<file path="src/rtl/rtcc_pkg.sv">
// Package for the calendar day counter: item types, command codes and
// reset date. No dependencies.
package rtcc_pkg;

	localparam logic [1:0] CMD_TICK     = 2'd0;
	localparam logic [1:0] CMD_SET_TIME = 2'd1;
	localparam logic [1:0] CMD_SET_DATE = 2'd2;

	localparam logic [15:0] RESET_YEAR  = 16'd2012;
	localparam logic [3:0]  RESET_MONTH = 4'd1;
	localparam logic [4:0]  RESET_DAY   = 5'd1;

	// modular inverse of 25 mod 2^16 and the divisibility bound
	localparam logic [15:0] INV25     = 16'd23593;
	localparam logic [15:0] DIV25_MAX = 16'd2621;

	typedef struct packed {
		logic [1:0]  cmd;
		logic [4:0]  hour_in;
		logic [5:0]  minute_in;
		logic [5:0]  second_in;
		logic [15:0] year_in;
		logic [3:0]  month_in;
		logic [4:0]  day_in;
	} req_t;

	typedef struct packed {
		logic [15:0] year_out;
		logic [3:0]  month_out;
		logic [4:0]  day_out;
		logic [4:0]  hour_out;
		logic [5:0]  minute_out;
		logic [5:0]  second_out;
		logic        date_rejected;
	} rsp_t;

endpackage

</file>
<file path="src/rtl/rtc_calendar_day_counter.sv">
// Calendar day counter top level: time-of-day and Gregorian date keeper.
// Depends on rtcc_pkg.
//
// Usage:
//   req channel (req_valid/req_ready/req) carries one command item: a
//   one-second tick, a set time (hour/minute/second) or a set date
//   (year/month/day). Code 3 leaves everything as it is.
//   rsp channel (rsp_valid/rsp_ready/rsp) returns one item per command:
//   the date and H:M:S after the command, and date_rejected when a set
//   date named a day that does not exist (the stored date then stays).
//   An accepted item passes through the input register, then the result
//   register, which drives rsp_valid. Throughput: one item per cycle
//   while rsp is not held off; the whole update is one pass through the
//   counter and calendar logic between the two registers.
//   Time is held as hour/minute/second counters, so no
//   division is needed to report it.
//   Reset: time 00:00:00, date 2012-01-01, both stages empty.
//   Stall: when rsp is held off, the result register keeps its item and
//   one more item may sit in the input register; req_ready then drops.
module rtc_calendar_day_counter (
	input  logic           clk,
	input  logic           arst_n,
	input  logic           req_valid,
	output logic           req_ready,
	input  rtcc_pkg::req_t req,
	output logic           rsp_valid,
	input  logic           rsp_ready,
	output rtcc_pkg::rsp_t rsp
);
	import rtcc_pkg::*;

	function automatic logic leap_of(input logic [15:0] y);
		logic [15:0] p;
		logic        d4;
		logic        d16;
		logic        d25;
		p   = y * INV25;
		d4  = (y[1:0] == 2'd0);
		d16 = (y[3:0] == 4'd0);
		d25 = (p <= DIV25_MAX);
		return d4 && (!d25 || d16);
	endfunction

	function automatic logic [4:0] month_len(input logic [3:0] m, input logic leap);
		logic [4:0] n;
		case (m)
			4'd2:                      n = leap ? 5'd29 : 5'd28;
			4'd4, 4'd6, 4'd9, 4'd11:   n = 5'd30;
			default:                   n = 5'd31;
		endcase
		return n;
	endfunction

	req_t        req_s1;
	logic        vld_s1;
	rsp_t        rsp_s2;
	logic        vld_s2;

	logic [5:0]  hour_q, minute_q, second_q;
	logic [15:0] year_q;
	logic [3:0]  month_q;
	logic [4:0]  day_q;

	logic [5:0]  hour_d, minute_d, second_d;
	logic [15:0] year_d;
	logic [3:0]  month_d;
	logic [4:0]  day_d;
	logic        rej_d;

	logic        adv_s2;
	logic        adv_s1;

	assign adv_s2    = !vld_s2 || rsp_ready;
	assign adv_s1    = vld_s1 && adv_s2;
	assign req_ready = !vld_s1 || adv_s2;
	assign rsp_valid = vld_s2;
	assign rsp       = rsp_s2;

	logic        wrap;
	logic [4:0]  cur_len;
	logic [4:0]  in_len;
	logic        s_c;
	logic [5:0]  s_norm;
	logic [6:0]  m_sum;
	logic        m_c;
	logic [6:0]  m_norm;
	logic        date_ok;

	always_comb begin
		wrap    = (hour_q >= 6'd24) ||
			(hour_q == 6'd23 && minute_q == 6'd59 && second_q == 6'd59);
		cur_len = month_len(month_q, leap_of(year_q));
		in_len  = month_len(req_s1.month_in, leap_of(req_s1.year_in));

		s_c    = (req_s1.second_in >= 6'd60);
		s_norm = s_c ? (req_s1.second_in - 6'd60) : req_s1.second_in;
		m_sum  = {1'b0, req_s1.minute_in} + {6'd0, s_c};
		m_c    = (m_sum >= 7'd60);
		m_norm = m_c ? (m_sum - 7'd60) : m_sum;

		date_ok = (req_s1.month_in >= 4'd1) && (req_s1.month_in <= 4'd12) &&
			(req_s1.day_in >= 5'd1) && (req_s1.day_in <= in_len);

		hour_d   = hour_q;
		minute_d = minute_q;
		second_d = second_q;
		year_d   = year_q;
		month_d  = month_q;
		day_d    = day_q;
		rej_d    = 1'b0;

		case (req_s1.cmd)
			CMD_TICK: begin
				if (wrap) begin
					hour_d   = 6'd0;
					minute_d = 6'd0;
					second_d = 6'd0;
					if (day_q < cur_len) begin
						day_d = day_q + 5'd1;
					end else if (month_q < 4'd12) begin
						month_d = month_q + 4'd1;
						day_d   = 5'd1;
					end else begin
						month_d = 4'd1;
						day_d   = 5'd1;
						year_d  = year_q + 16'd1;
					end
				end else if (second_q == 6'd59) begin
					second_d = 6'd0;
					if (minute_q == 6'd59) begin
						minute_d = 6'd0;
						hour_d   = hour_q + 6'd1;
					end else begin
						minute_d = minute_q + 6'd1;
					end
				end else begin
					second_d = second_q + 6'd1;
				end
			end
			CMD_SET_TIME: begin
				second_d = s_norm;
				minute_d = m_norm[5:0];
				hour_d   = {1'b0, req_s1.hour_in} + {5'd0, m_c};
			end
			CMD_SET_DATE: begin
				if (date_ok) begin
					year_d  = req_s1.year_in;
					month_d = req_s1.month_in;
					day_d   = req_s1.day_in;
				end else begin
					rej_d = 1'b1;
				end
			end
			default: begin
			end
		endcase
	end

	always_ff @(posedge clk or negedge arst_n) begin
		if (!arst_n) begin
			vld_s1   <= 1'b0;
			vld_s2   <= 1'b0;
			hour_q   <= 6'd0;
			minute_q <= 6'd0;
			second_q <= 6'd0;
			year_q   <= RESET_YEAR;
			month_q  <= RESET_MONTH;
			day_q    <= RESET_DAY;
		end else begin
			if (req_ready) begin
				vld_s1 <= req_valid;
			end
			if (adv_s2) begin
				vld_s2 <= vld_s1;
			end
			if (adv_s1) begin
				hour_q   <= hour_d;
				minute_q <= minute_d;
				second_q <= second_d;
				year_q   <= year_d;
				month_q  <= month_d;
				day_q    <= day_d;
			end
		end
	end

	always_ff @(posedge clk) begin
		if (req_ready && req_valid) begin
			req_s1 <= req;
		end
		if (adv_s1) begin
			rsp_s2.year_out      <= year_d;
			rsp_s2.month_out     <= month_d;
			rsp_s2.day_out       <= day_d;
			rsp_s2.hour_out      <= hour_d[4:0];
			rsp_s2.minute_out    <= minute_d;
			rsp_s2.second_out    <= second_d;
			rsp_s2.date_rejected <= rej_d;
		end
	end

endmodule
</file>
<file path="config.mk">
export PLATFORM = sky130hd
export DESIGN_NAME = rtc_calendar_day_counter
export DESIGN_NICKNAME = d
export VERILOG_FILES = /design/src/rtl/rtcc_pkg.sv /design/src/rtl/rtc_calendar_day_counter.sv
export SDC_FILE = /design/constraint.sdc
export NUM_CORES = 1
export LEC_CHECK = 0
export ABC_AREA = 1
export BUFFER_PORTS_ARGS = -buffer_cell sky130_fd_sc_hd__buf_2
export CAP_MARGIN = 15
export CORE_AREA = 2 2 147 149
export DETAILED_ROUTE_END_ITERATION = 8
export DIE_AREA = 0 0 149 151
export PLACE_DENSITY = 0.79
export SKIP_LAST_GASP = 1
export SYNTH_ARGS = -nofsm -noshare
export SYNTH_HDL_FRONTEND = slang
export SYNTH_SLANG_ARGS = --single-unit
</file>
<file path="constraint.sdc">
create_clock -name clk -period 8.8 [get_ports clk]
set_input_delay 2.2 -clock clk [delete_from_list [all_inputs] [get_ports clk]]
set_output_delay 2.2 -clock clk [all_outputs]
set_load 0.01 [all_outputs]
</file>
# Word-level counts from Yosys, hierarchy flattened
# Cells that the tools add are included.
totals:
  regBits: 132
  inputBits: 48
  out_inout_bits: 45
  wordCells: 122
classes:
  add_sub_neg: 10
  n_mul: 2
  magnitude_cmp: 11
  n_eq_ne: 17
  mux: 32
  reduce_logical: 27
op_table:
  columns: ["operator", "count"]
  rows:
  - ["16-bit two-way mux", 4]
  - ["6-bit two-way mux", 10]
  - ["6-bit case mux with 2 select lines", 3]
  - ["16-bit by 12-bit <= comparator with 1-bit output, second input constant", 2]
  - ["16-bit by 15-bit multiplier with 16-bit output, second input constant", 2]
  - ["16-bit case mux with 2 select lines", 1]
  - ["6-bit by 1-bit adder with 6-bit output, second input constant", 3]
  - ["16-bit by 1-bit adder with 16-bit output, second input constant", 1]
  - ["4-bit by 3-bit == test with 1-bit output, second input constant", 4]
  - ["4-bit == test, second input constant", 4]
  - ["4-bit two-way mux", 4]
  - ["5-bit two-way mux", 3]
  - ["6-bit == test, second input constant", 2]
  - ["6-bit subtractor, second input constant", 2]
  - ["5-bit case mux with 2 select lines", 1]
  - ["1-bit logical AND", 9]
  - ["4-bit by 2-bit == test with 1-bit output, second input constant", 2]
  - ["4-bit zero test", 2]
  - ["2-bit case mux with 2 select lines", 2]
  - ["4-bit case mux with 2 select lines", 1]
  - ["4-bit OR reduction", 2]
  - ["6-bit by 1-bit adder with 7-bit output", 1]
  - ["7-bit by 6-bit >= comparator with 1-bit output, second input constant", 1]
  - ["5-bit by 1-bit adder with 6-bit output", 1]
  - ["other kinds (20)", 32]

# Depth between registers and ports, before layout
# Gate-level depths: netlist of run 1.
logic_depth:
  ltp_word: 11
  mapped_depth: 36
  depth_no_buf: 35

# Worst setup path after synthesis of run 1
# OpenSTA, ideal clock, no wires.
synth_path:
  path_kind: "flip-flop to flip-flop"
  startpoint: "register req_s1[9] (netlist bit)"
  endpoint: "register rsp_s2 (netlist bit rsp[19]) (data pin)"
  setup_time_ns: 0.265
  arrival_ns: 5.367
  t_required_ns: 8.535
  setup_slack_ns: 3.168
  path_stages_with_launch: 26
  path_buffers: 2
  period_less_slack_ns: 5.632
  cell_sequence: "edfxtp_1 > ha_1 > ha_1 > inv_1 > fa_1 > fa_1 > inv_1 > fa_1 > ha_1 > xnor2_1 > xnor2_1 > xor2_1 > xnor2_1 > xnor2_1 > xor2_1 > o31ai_1 > a21oi_1 > ha_1 > a21boi_0 > o2111ai_1 > nand2_1 > nor2_1 > clkbuf_1 > clkbuf_1 > a22oi_1 > nand2_1"
synth_via:
  elab_chain_cells: 11
  elab_cells_between_ends: 13
  classes_between: "mul: 1; order compare: 2; mux: 4; reduce/logical: 6"
synth_lines:
  columns: ["item", "line_no", "text"]
  rows:
  - ["start: declaration", "rtc_calendar_day_counter.sv:54", "req_t req_s1;"]
  - ["start signal: assignment", "rtc_calendar_day_counter.sv:189", "req_s1 <= req;"]
  - ["16-bit by 15-bit multiplier with 16-bit output", "rtc_calendar_day_counter.sv:37", "p = y * INV25;"]
  - ["16-bit by 12-bit <= comparator with 1-bit output", "rtc_calendar_day_counter.sv:40", "d25 = (p <= DIV25_MAX);"]
  - ["1-bit zero test", "rtc_calendar_day_counter.sv:41", "return d4 && (!d25 || d16);"]
  - ["1-bit logical OR", "rtc_calendar_day_counter.sv:41", null]
  - ["1-bit logical AND *", "rtc_calendar_day_counter.sv:41", null]
  - ["1-bit two-way mux *", "rtc_calendar_day_counter.sv:47", "4'd2: n = leap ? 5'd29 : 5'd28;"]
  - ["2-bit case mux with 2 select lines *", "rtc_calendar_day_counter.sv:46", "case (m)"]
  - ["5-bit <= comparator *", "rtc_calendar_day_counter.sv:102", "(req_s1.day_in >= 5'd1) && (req_s1.day_in <= in_len);"]
  - ["1-bit logical AND *", "rtc_calendar_day_counter.sv:102", null]
  - ["5-bit two-way mux *", "rtc_calendar_day_counter.sv:146", "if (date_ok) begin"]
  - ["5-bit case mux with 2 select lines *", "rtc_calendar_day_counter.sv:112", "case (req_s1.cmd)"]
  - ["named net day_d[1]", "rtc_calendar_day_counter.sv:67", "logic [4:0] day_d;"]
  - ["end: declaration", "rtc_calendar_day_counter.sv:56", "rsp_t rsp_s2;"]
# Mark *: on every way through the listed nets, which the timed path passes. The rest lies on a longest branch.
# A chain may end at the register's enable or synchronous reset.

# Worst setup path after layout of run 1
layout_path:
  startpoint: "register req_s1[9] (netlist bit)"
  endpoint: "register rsp_s2 (netlist bit rsp[35]) (data pin)"
layout_via:
  elab_chain_cells: 11
  elab_cells_between_ends: 13
  classes_between: "mul: 1; order compare: 2; mux: 4; reduce/logical: 6"
layout_lines:
  columns: ["item", "line_no", "text"]
  rows:
  - ["16-bit by 15-bit multiplier with 16-bit output", "rtc_calendar_day_counter.sv:37", null]
  - ["16-bit by 12-bit <= comparator with 1-bit output", "rtc_calendar_day_counter.sv:40", null]
  - ["1-bit zero test", "rtc_calendar_day_counter.sv:41", null]
  - ["1-bit logical OR", "rtc_calendar_day_counter.sv:41", null]
  - ["1-bit logical AND *", "rtc_calendar_day_counter.sv:41", null]
  - ["1-bit two-way mux *", "rtc_calendar_day_counter.sv:47", null]
  - ["2-bit case mux with 2 select lines *", "rtc_calendar_day_counter.sv:46", null]
  - ["5-bit <= comparator *", "rtc_calendar_day_counter.sv:102", null]
  - ["1-bit logical AND *", "rtc_calendar_day_counter.sv:102", null]
  - ["16-bit two-way mux *", "rtc_calendar_day_counter.sv:146", null]
  - ["16-bit case mux with 2 select lines *", "rtc_calendar_day_counter.sv:112", null]
  - ["named net year_d[8]", "rtc_calendar_day_counter.sv:65", "logic [15:0] year_d;"]
# Marks and branches as above.

==> results of run 1 <==
flip-flops by register name, indices dropped and copies added (netlist names):
| name | count |
|---|---|
| day_q | 5 |
| hour_q | 6 |
| minute_q | 6 |
| month_q | 4 |
| req_s1 | 44 |
| rsp | 43 |
| rsp_valid | 1 |
| second_q | 6 |
| vld_s1 | 1 |
| year_q | 16 |
layer usage:
layer,vias up,routed length (um)
li1,4020,-
met1,3935,10700
met2,354,11500
met3,61,1820
met4,0,708
met5,-,0
cell type report:
type	instances	area, um^2
Fill cell	1828	9230
Multi-Input combinational cell	783	5590
Sequential cell	132	3750
Inverter	209	785
Timing Repair Buffer	99	513
Clock buffer	18	429
Tap cell	275	344
Clock inverter	14	188
worst min path at each step:
stage | to | cells past startpoint | from | slack (ns)
final | month_q[0]$_DFFE_PN1P_ | 2 | month_q[0]$_DFFE_PN1P_ | 0.52
after CTS | hour_q[5]$_DFFE_PN0P_ | 2 | hour_q[5]$_DFFE_PN0P_ | 0.52
after global placement | year_q[14]$_DFFE_PN0P_ | 2 | year_q[14]$_DFFE_PN0P_ | 0.50
after global routing | hour_q[5]$_DFFE_PN0P_ | 2 | hour_q[5]$_DFFE_PN0P_ | 0.54
after detailed placement | hour_q[5]$_DFFE_PN0P_ | 2 | hour_q[5]$_DFFE_PN0P_ | 0.50
after floorplan | year_q[14]$_DFFE_PN0P_ | 2 | year_q[14]$_DFFE_PN0P_ | 0.47
cells by family (layout without fill, tap and decap cells):
family                   after synthesis  after routing  synth area share
buffers and inverters                236            340            0.0905
XOR/XNOR                              35             35            0.0299
adder cells (fa/ha/maj)              179            179             0.245
AND/OR/NAND/NOR                      442            442             0.192
AO/OA/AOI/OAI                        127            127            0.0773
flip-flops                           132            132             0.366
layout by cell type (no fill, tap or decap), types with 6 or more instances in the layout:
master	count
nand2_2	8
nand3_1	81
buf_4	7
dfrtp_1	35
inv_1	202
nor3_1	15
xor2_1	20
nand4_1	29
edfxtp_1	87
ha_1	143
nor2_1	34
inv_6	6
buf_2	92
o211ai_1	7
a22oi_1	14
o21ai_0	35
a21oi_1	18
nor2_2	6
dfstp_2	10
o22ai_1	18
nand2_1	254
o21a_1	6
fa_1	36
clkbuf_16	17
o21ai_1	8
xnor2_1	15
synth_stat cells (2+ instances only):
library cell / count
a21oi_1: 18
a22oi_1: 14
a31oi_1: 2
a32oi_1: 4
buf_2: 7
buf_8: 2
clkbuf_1: 16
clkinv_1: 3
dfrtp_1: 35
dfstp_2: 10
edfxtp_1: 87
fa_1: 36
ha_1: 143
inv_1: 204
inv_2: 2
nand2_1: 254
nand2_2: 8
nand3_1: 81
nand3b_1: 2
nand4_1: 29
nor2_1: 35
nor2_2: 5
nor3_1: 15
nor3b_1: 3
o2111ai_1: 3
o211ai_1: 7
o21a_1: 6
o21ai_0: 35
o21ai_1: 8
o22ai_1: 18
o311ai_0: 3
o31ai_1: 2
or2_2: 4
xnor2_1: 15
xor2_1: 20
through the flow:
step                      worst slack [ns]  power (mW)  instance area [um^2]  hold slack [ns]  utilization
after floorplan                       3.17        2.89                 10300            0.471            -
after global placement                2.18        3.40                 11000            0.495        0.527
after detailed placement              1.94        3.52                 11000            0.502        0.527
after CTS                             1.91        4.30                 11600            0.518        0.557
after global routing                  1.40        4.73                 11600            0.543        0.557
final                                 1.78        4.29                 11600            0.519        0.557
power by group:
group	internal, mW	total (mW)	switching [mW]
sequential	0.847	1.03	0.186
clock	0.454	0.754	0.300
combinational	1.01	2.51	1.50
worst reg2reg max path, delay by kind of cell (launching register included):
family | cells | cell delay, ns
xor gates and xnor gates | 6 | 1.06
DFF | 1 | 0.53
buffers and inverters | 3 | 0.60
and+or+nand+nor | 2 | 0.82
AOI/OAI and AO/OA | 6 | 1.02
adders and majority gates | 7 | 2.70
==> results.md, run 1 <==
* Post-DRT Antenna Nets at 0
* PortBufs at 92
* Status: complete, no violations
* Initial Util at 0.493
* CTS sink cnt at 132
* CTS Hold Bufs at 0
* Asr flop ratio synth at 0.341
* FP Rows at 53
* Mapped Avg Cell Area at 8.92 um^2
* Die Span Y at between 150 and 200 um
* Post-CTS setup buffers at 0
* Die Area at 22,500 um^2
* Layout Nets at between 1,000 and 1,500
* Leak at between 5 and 6 nW
* Crit path time final at 7.02 ns
* F_max at 143 MHz
* Crit Path Class: reg2reg
* Worst-Margin Slew at 1.18 ns
* Ratio of cells with drive above 1 in the final layout at 0.132
* Total negative slack at 0 ns
* CP startpoint: req_s1[9]$_DFFE_PP_
* Pwr dens at approximately 370 nW/um^2
* Synth top area cells: edfxtp_1 (25%), ha_1 (17%), nand2_1 (9.3%)
* Initial drt markers at 760
* Insertion delay to the later sink of the worst-skew pair at 0.44 ns
* Syn_nets at ~1,400
* HPWL after DPL at 18,100 um
* M2 GR Usage at 0.377
* First-pass GRT wire length at 40,400 um
* GP Congestion at 0.909
* Synth unique cells at 50
* Crit. End Element: flip-flop
* Biggest area consumer among synthesized cells: edfxtp_1
* Top_reg_cell synth: edfxtp_1
* Crit path DAT at 7.18 ns
* GRT Util Overall at 0.229
* Area Overhead vs Synth at 13.0%
* Final WL at 24,800 um
* Root Buffer: clkbuf_16
* Reg2reg path depth at 24
* Critical path's slowest cell: nor2_1
* Slowest cell delay on critical path at approximately 0.66 ns
* Startpoint Class: flip-flop
* Met3 usage at 0.0392
* VDD IR-drop max at 0.245 mV
* Io pins at 93
* Critical path depth at 24
* DRT Pass-1 Iters at 6
* Via density at 5.47
* RSZ-0062 raised after global routing: false
* CTS tree: done
* Max_cap viols at 0
* ANT cells at 0
* Vias in the first global route at between 8,000 and 9,000
* RR Endpoint: rsp[35]$_DFFE_PP_
* Clock skew at 0.0106 ns
* Final hold vios at 0
* CTS clk-pin slew, worst paths at 0.06 ns
* Critical Path Fanout Max at 15
* Top Family by Delay on Critical Path: adder cells
* Reg-to-reg setup timing slack at 1.78 ns
* Fin. max-slew vios at 0
* Post-synth top area share at 0.255
* Global route hottest layer: met2
* Avg WL per Cell at between 15 and 20 um
* Final setup viols at 0
* Placed insts at 1,498
* Die width at 149 um
* Largest net degree at the start of global routing at 82
* Gr ovfl total at 0
* Initial antenna violation count at 0
* Worst-path cell chain: ha_1, ha_1, inv_1, fa_1, fa_1, inv_1, fa_1, ha_1, xnor2_1, xnor2_1, xor2_1, xnor2_1, xnor2_1, xor2_1, o31ai_1, a21oi_1, ha_1, a21boi_0, o2111ai_1, a21oi_1, nor2_1, inv_1, a22oi_1, nand2_1
* Non-filler cells, final at 1,530
* Crit path buf inv count at 3
* Core area at 20,800 um^2
* Drc violations at 0
* Worst min path class: reg2reg
* RR Startpoint: req_s1[9]$_DFFE_PP_
* H-tree Lvls at 4
* Post-synthesis cell area at roughly 10,000 um^2
* Fin crit share at 0.797
* Grt met1 use at 0.303
* Number of enable flip-flop cells after synthesis at 87
* Routed vias at ~8,400
* Post_cts resized at 0
* Clock Path Buffers at 2
* Yosys Warn Count at 0
* Worst setup endpoint: rsp[35]$_DFFE_PP_
* #FFs+latches synth at 132
* Sequential share of the synthesized area at 0.366
* Post-synthesis instance total at 1,151
* Worst Path Required at ~9 ns
* Clock buffer count from CTS at 17
* Slew HR at 0.212
No activity file was read; power rests on OpenSTA's default activity.
==> run 2, diff against run 1 <==
Clock period 8.8 ns to 7.1 ns, I/O delays scaled along.
==> run 2 against run 1 <==
- sequential cell count unchanged
- worst hold slack lost 0.0011 ns
- utilization down 0.10 points
- global-route usage decreased by 0.23 points
- first-iteration DRC count down 12%
- register-to-register slack lost 1.2 ns
- sequential share of layout area grew 0.060 points
- worst setup slack got worse by 1.2 ns
==> results.md, run 2 (synthesized netlist as in run 1, its figures left out) <==
* Logic gate share of total power at 0.588 (+0.004)
* Net Sw Frac at 0.463 (+0.00169)
* CTS sink cnt at 132 (unchanged)
* Via density at 5.52 (+0.92%)
* Worst min path class: reg2reg
* Die width at 149 um (unchanged)
* Fin crit share at 0.912 (+0.115)
* Clock skew at 0.0134 ns (+0.00272 ns)
* Pwr dens at 455 nW/um^2 (+23%)
* Slew HR at 0.178 (-0.0341)
* Crit path DAT at 6.65 ns (-0.53 ns)
* Hold Path Depth at 2 (unchanged)
* Largest net degree at the start of global routing at 46 (-44%)
* CTS Hold Bufs at 0 (unchanged)
* GP Congestion at 0.864 (-4.9%)
* Psw at 2.44 mW (+23%)
* Hold Slack at 0.518 ns (-0.00115 ns)
* Crit Path Class: reg2reg
* Clock buffer count from CTS at 17 (unchanged)
* RSZ-0062 raised after global routing: false
* Clock Path Buffers at 2 (unchanged)
* Post-DRT Antenna Nets at 0 (unchanged)
* Reg2reg path depth at 24 (unchanged)
* First-pass GRT wire length at 40,200 um (-0.50%)
* Crit. End Element: flip-flop
* Core area at 20,800 um^2 (unchanged)
* Drc violations at 0 (unchanged)
* Gr ovfl total at 0 (unchanged)
* P_int at 2.83 mW (+22%)
* Ratio of cells with drive above 1 in the final layout at 0.133 (+0.000903)
* Sequential share of power at 0.243 (+0.002)
* Routed vias at 8,447 (+0.92%)
* Most common library cell in the layout ignoring fill and taps: nand2_1
* Startpoint Class: flip-flop
* FP Rows at 53 (unchanged)
* Hold Startpoint: day_q[0]$_DFFE_PN1P_
* GRT Util Overall at 0.227 (-0.00233)
* CTS clk-pin slew, worst paths at 0.06 ns (about the same)
* VDD IR-drop max at 0.263 mV (+7.5%)
* PortBufs at 92 (unchanged)
* Fin. max-slew vios at 0 (unchanged)
* Filler cells at 1,828 (unchanged)
* Worst Path Required at 7.27 ns (-1.69 ns)
* Die Area at 22,500 um^2 (unchanged)
* Final WL at 24,300 um (-1.8%)
* CP startpoint: req_s1[9]$_DFFE_PP_
* Initial Util at 0.493 (unchanged)
* Avg WL per Cell at 15.9 um (-1.8%)
* Leak at 5.75 nW (about the same)
* Critical Path Fanout Max at 15 (unchanged)
* Io pins at 93 (unchanged)
* Worst-Margin Slew at 1.23 ns (+0.0542 ns)
* Layout Nets at 1,468 (-0.068%)
* Flip-flop count of the largest register after layout at 44 (unchanged)
* Most frequent cells in the layout: nand2_1 (254), inv_1 (202), ha_1 (143)
* Insertion delay to the later sink of the worst-skew pair at 0.44 ns (about the same)
* Die Span Y at 151 um (unchanged)
* Final hold vios at 0 (unchanged)
* HPWL after DPL at 18,000 um (-0.24%)
* CTS tree: done
* H-tree Lvls at 4 (unchanged)
* Initial antenna violation count at 1 (+1)
* RR Startpoint: req_s1[9]$_DFFE_PP_
* DRT Pass-1 Iters at 6 (unchanged)
* Clock Power Share at 0.170 (-0.006)
* Largest Register: req_s1
* Vias in the first global route at 8,346 (+0.42%)
* Final setup viols at 0 (unchanged)
* Total negative slack at 0 ns (unchanged)
* Status: complete, no violations
* Max_cap viols at 0 (unchanged)
* Crit path time final at 6.48 ns (-0.539 ns)
* Root Buffer: clkbuf_16
* Placed insts at 1,497 (-0.067%)
* F_max at 154 MHz (+8.3%)
* Initial drt markers at 670 (-12%)
* Area Overhead vs Synth at 12.8%
* Non-filler cells, final at 1,530 (unchanged)
-- run 2: worst max-delay path, cell delays in order, from the launching register on --
cell and delay [ns]:
edfxtp_1 0.53, ha_1 0.37, ha_1 0.29, inv_1 0.05
fa_1 0.50, fa_1 0.54, inv_1 0.05, fa_1 0.48
ha_1 0.23, xnor2_1 0.22, xnor2_1 0.17, xor2_1 0.20
xnor2_1 0.15, xnor2_1 0.19, xor2_1 0.13, o31ai_1 0.23
a21oi_1 0.11, ha_1 0.29, a21boi_0 0.08, o2111ai_1 0.11
a21oi_1 0.15, nor2_2 0.37, inv_1 0.41, a22oi_1 0.25
o21ai_1 0.11
-- run 2: metrics by stage --
step | setup WS [ns] | power (mW) | util | area (um^2)
4_1_cts | 0.373 | 5.28 | 0.556 | 11600
3_5_place_dp | 0.441 | 4.34 | 0.527 | 11000
6_report | 0.622 | 5.27 | 0.556 | 11600
3_3_place_gp | 0.689 | 4.21 | 0.527 | 11000
5_1_grt | 0.184 | 5.82 | 0.556 | 11600
2_1_floorplan | 1.47 | 3.58 | - | 10300
-- run 2: repair_timing --
item                                    CTS  global route
hold endpoints to repair                  0             0
setup buffers                             0             0
endpoints found under the setup margin    0            28
resized for setup                         0             1
-- run 2: path summary, 6_finish.rpt --
check                                          endpoint  slack [ns]
worst max-delay path                  rsp[22]$_DFFE_PP_        0.62
max in group asynchronous       second_q[0]$_DFFE_PN0P_        5.21
worst min-delay path               day_q[0]$_DFFE_PN1P_        0.52
worst min register to register     day_q[0]$_DFFE_PN1P_        0.52
min in group asynchronous        year_q[12]$_DFFE_PN0P_        1.43
worst max register to register        rsp[22]$_DFFE_PP_        0.62
-- run 2: final cells by class --
class | count | area, um^2 | share of cell area
Inverter | 209 | 785 | 0.0678
Clock buffer | 17 | 425 | 0.0368
Multi-Input combinational cell | 783 | 5590 | 0.483
Tap cell | 275 | 344 | 0.0297
Sequential cell | 132 | 3750 | 0.324
Timing Repair Buffer | 98 | 505 | 0.0437
Antenna cell | 1 | 2.50 | 0.000216
Clock inverter | 15 | 173 | 0.0149
-- run 2: per-layer routing --
metal | wire [um] | part of all wire | global-route usage
met1 | 10500 | 0.43 | 0.301
met2 | 11600 | 0.48 | 0.378
met3 | 1720 | 0.071 | 0.0401
met4 | 486 | 0.020 | 0.0762
met5 | 0 | 0 | 0
-- run 2: power by group through the flow --
stage / clock, mW / sequential, mW / combinational (mW)
after floorplan: 0 / 1.23 / 2.36
after global placement: 0 / 1.28 / 2.93
after detailed placement: 0 / 1.28 / 3.05
after CTS: 0.906 / 1.27 / 3.11
after global routing: 0.932 / 1.30 / 3.59
final: 0.893 / 1.28 / 3.10
==> run 3, diff against run 2 <==
Settings changed: PLACE_DENSITY 0.79 to not set, PLACE_DENSITY_LB_ADDON set to 0.15.
==> run 3 against run 2 <==
- sequential cell count did not move
- clock skew decreased by 0.0032 ns
- cell area down 0.31%
- sequential share of layout area grew 0.10 points
- critical path depth increased by 4
- clock-buffer cell count increased by 2
- critical path type unchanged
- critical endpoint is now year_q[9]$_DFFE_PN1P_
- highest routed layer unchanged
==> results.md, run 3 (synthesized netlist as in run 1, its figures left out) <==
* HPWL after DPL at 18,000 um (-0.40%)
* Clock buffer count from CTS at 17 (unchanged)
* CTS tree: done
* Clock Path Buffers at 2 (unchanged)
* Routed vias at 8,090 (-4.2%)
* Final setup viols at 0 (unchanged)
* Placed insts at 1,498 (+0.067%)
* Largest Register: req_s1
* Drc violations at 0 (unchanged)
* CTS sink cnt at 132 (unchanged)
* VDD IR-drop max at 0.342 mV (+30%)
* PortBufs at 92 (unchanged)
* Worst-Margin Slew at 1.01 ns (-0.222 ns)
* Worst min path class: reg2reg
* RR Endpoint: year_q[9]$_DFFE_PN1P_
* Post-CTS setup buffers at 0 (unchanged)
* Crit. End Element: flip-flop
* Startpoint Class: flip-flop
* Hold Path Depth at 2 (unchanged)
* Most common library cell in the layout ignoring fill and taps: nand2_1
* Final hold vios at 0 (unchanged)
* Critical Path Fanout Max at 12 (-3)
* Flip-flop count of the largest register after layout at 44 (unchanged)
* Total negative slack at 0 ns (unchanged)
* Initial antenna violation count at 0 (-1)
* Initial drt markers at 541 (-19%)
* Max_cap viols at 0 (unchanged)
* Worst Path Required at 7.44 ns (+0.17 ns)
* Clock Power Share at 0.160 (-0.010)
* F_max at 153 MHz (-0.63%)
* Die Area at 22,500 um^2 (unchanged)
* Psw at 2.39 mW (-2.0%)
* Crit Path Class: reg2reg
* Place WS at 0.372 ns (-0.0683 ns)
* Leak at 5.73 nW (-0.42%)
* Pwr dens at 448 nW/um^2 (-1.5%)
* Post_cts resized at 0 (unchanged)
* Logic gate share of total power at 0.592 (+0.004)
* GRT Util Overall at 0.224 (-0.00334)
* Net Sw Frac at 0.462 (-0.000904)
* Sequential share of power at 0.247 (+0.004)
* RSZ-0062 raised after global routing: false
* Core area at 20,800 um^2 (unchanged)
* Setup WS post-layout at 0.581 ns (-0.0414 ns)
* DRT Pass-1 Iters at 5 (-1)
* Crit path time final at 6.52 ns (+0.0414 ns)
* Vias in the first global route at 7,713 (-7.6%)
* Via density at 5.29 (-4.2%)
* CTS Hold Bufs at 0 (unchanged)
* Critical path's slowest cell: fa_1
* Status: complete, no violations
* Hold Path End: month_q[0]$_DFFE_PN1P_
* Fin. max-slew vios at 0 (unchanged)
* RR Startpoint: req_s1[9]$_DFFE_PP_
* Slowest cell delay on critical path at 0.55 ns (about the same)
* Crit path DAT at 6.86 ns (+0.21 ns)
* Most frequent cells in the layout: nand2_1 (254), inv_1 (202), ha_1 (143)
* Die Span Y at 151 um (unchanged)
* First-pass GRT wire length at 39,300 um (-2.1%)
* Gr ovfl total at 0 (unchanged)
* Clock skew at 0.0102 ns (-0.00318 ns)
* Avg WL per Cell at 15.6 um (-2.0%)
* Largest net degree at the start of global routing at 73 (+59%)
* Die width at 149 um (unchanged)
* P_int at 2.78 mW (-1.7%)
* CTS clk-pin slew, worst paths at 0.06 ns (about the same)
* Insertion delay to the later sink of the worst-skew pair at 0.42 ns (-0.02 ns)
* Post-DRT Antenna Nets at 0 (unchanged)
* Slew HR at 0.324 (+0.146)
* Root Buffer: clkbuf_16
* Area Overhead vs Synth at 12.4%
* Io pins at 93 (unchanged)
* Reg2reg path depth at 28 (+17%)
* Reg-to-reg setup timing slack at 0.58 ns (-0.04 ns)
* Non-filler cells, final at 1,530 (unchanged)
* FP Rows at 53 (unchanged)
* Hold Startpoint: month_q[0]$_DFFE_PN1P_
* ANT cells at 0 (-1)
* Ratio of cells with drive above 1 in the final layout at 0.133 (about the same)
* GP Congestion at 0.854 (-1.1%)
* H-tree Lvls at 4 (unchanged)
* Fin crit share at 0.918 (+0.00583)
* Layout Nets at 1,469 (+0.068%)
* Filler cells at 1,932 (+5.7%)
* Final WL at 23,800 um (-2.0%)
* Initial Util at 0.493 (unchanged)
-- run 3: critical path: cells and delay by family (launching register included) --
| family | cells | cell delay, ns |
|---|---|---|
| xor+xnor | 6 | 0.98 |
| buf+inv | 5 | 0.67 |
| fa+ha+maj | 7 | 2.70 |
| flops | 1 | 0.54 |
| compound gates | 6 | 0.80 |
| simple gates | 4 | 0.75 |
-- run 3: power by group through the flow --
stage	clock network (mW)	logic, mW	registers [mW]
6_report	0.830	3.06	1.28
2_1_floorplan	0	2.36	1.23
5_1_grt	0.876	3.59	1.31
3_3_place_gp	0	3.01	1.29
4_1_cts	0.844	3.11	1.28
3_5_place_dp	0	3.08	1.29
-- run 3: metrics by stage --
step,util,hold WS (ns),instance area [um^2],total power [mW]
final,0.554,0.520,11500,5.17
after global routing,0.554,0.558,11500,5.78
after CTS,0.554,0.519,11500,5.23
after detailed placement,0.527,0.506,11000,4.37
after global placement,0.527,0.494,11000,4.30
after floorplan,-,0.471,10300,3.58
-- run 3: layout make-up --
class / count / area, um^2 / share of cell area
Sequential cell: 132 / 3750 / 0.325
Clock inverter: 13 / 124 / 0.0107
Tap cell: 275 / 344 / 0.0298
Inverter: 209 / 785 / 0.0680
Multi-Input combinational cell: 783 / 5590 / 0.484
Timing Repair Buffer: 99 / 513 / 0.0445
Clock buffer: 19 / 433 / 0.0375
-- run 3: worst max-delay path by stage --
stage,start,depth (start not counted),endpoint
CTS,req_s1[9]$_DFFE_PP_,24,rsp[21]$_DFFE_PP_
finish,req_s1[9]$_DFFE_PP_,28,year_q[9]$_DFFE_PN1P_
detailed placement,req_s1[9]$_DFFE_PP_,24,rsp[22]$_DFFE_PP_
floorplan,req_s1[9]$_DFFE_PP_,25,rsp[19]$_DFFE_PP_
global route,req_s1[9]$_DFFE_PP_,28,year_q[12]$_DFFE_PN0P_
global placement,req_s1[9]$_DFFE_PP_,24,rsp[40]$_DFFE_PP_
-- run 3: routing by layer --
metal	up-vias	track usage	share of wire
met5	-	0	0
met4	0	0.0562	0.016
met3	27	0.0301	0.048
met2	217	0.362	0.46
met1	3822	0.319	0.47
li1	4024	-	-
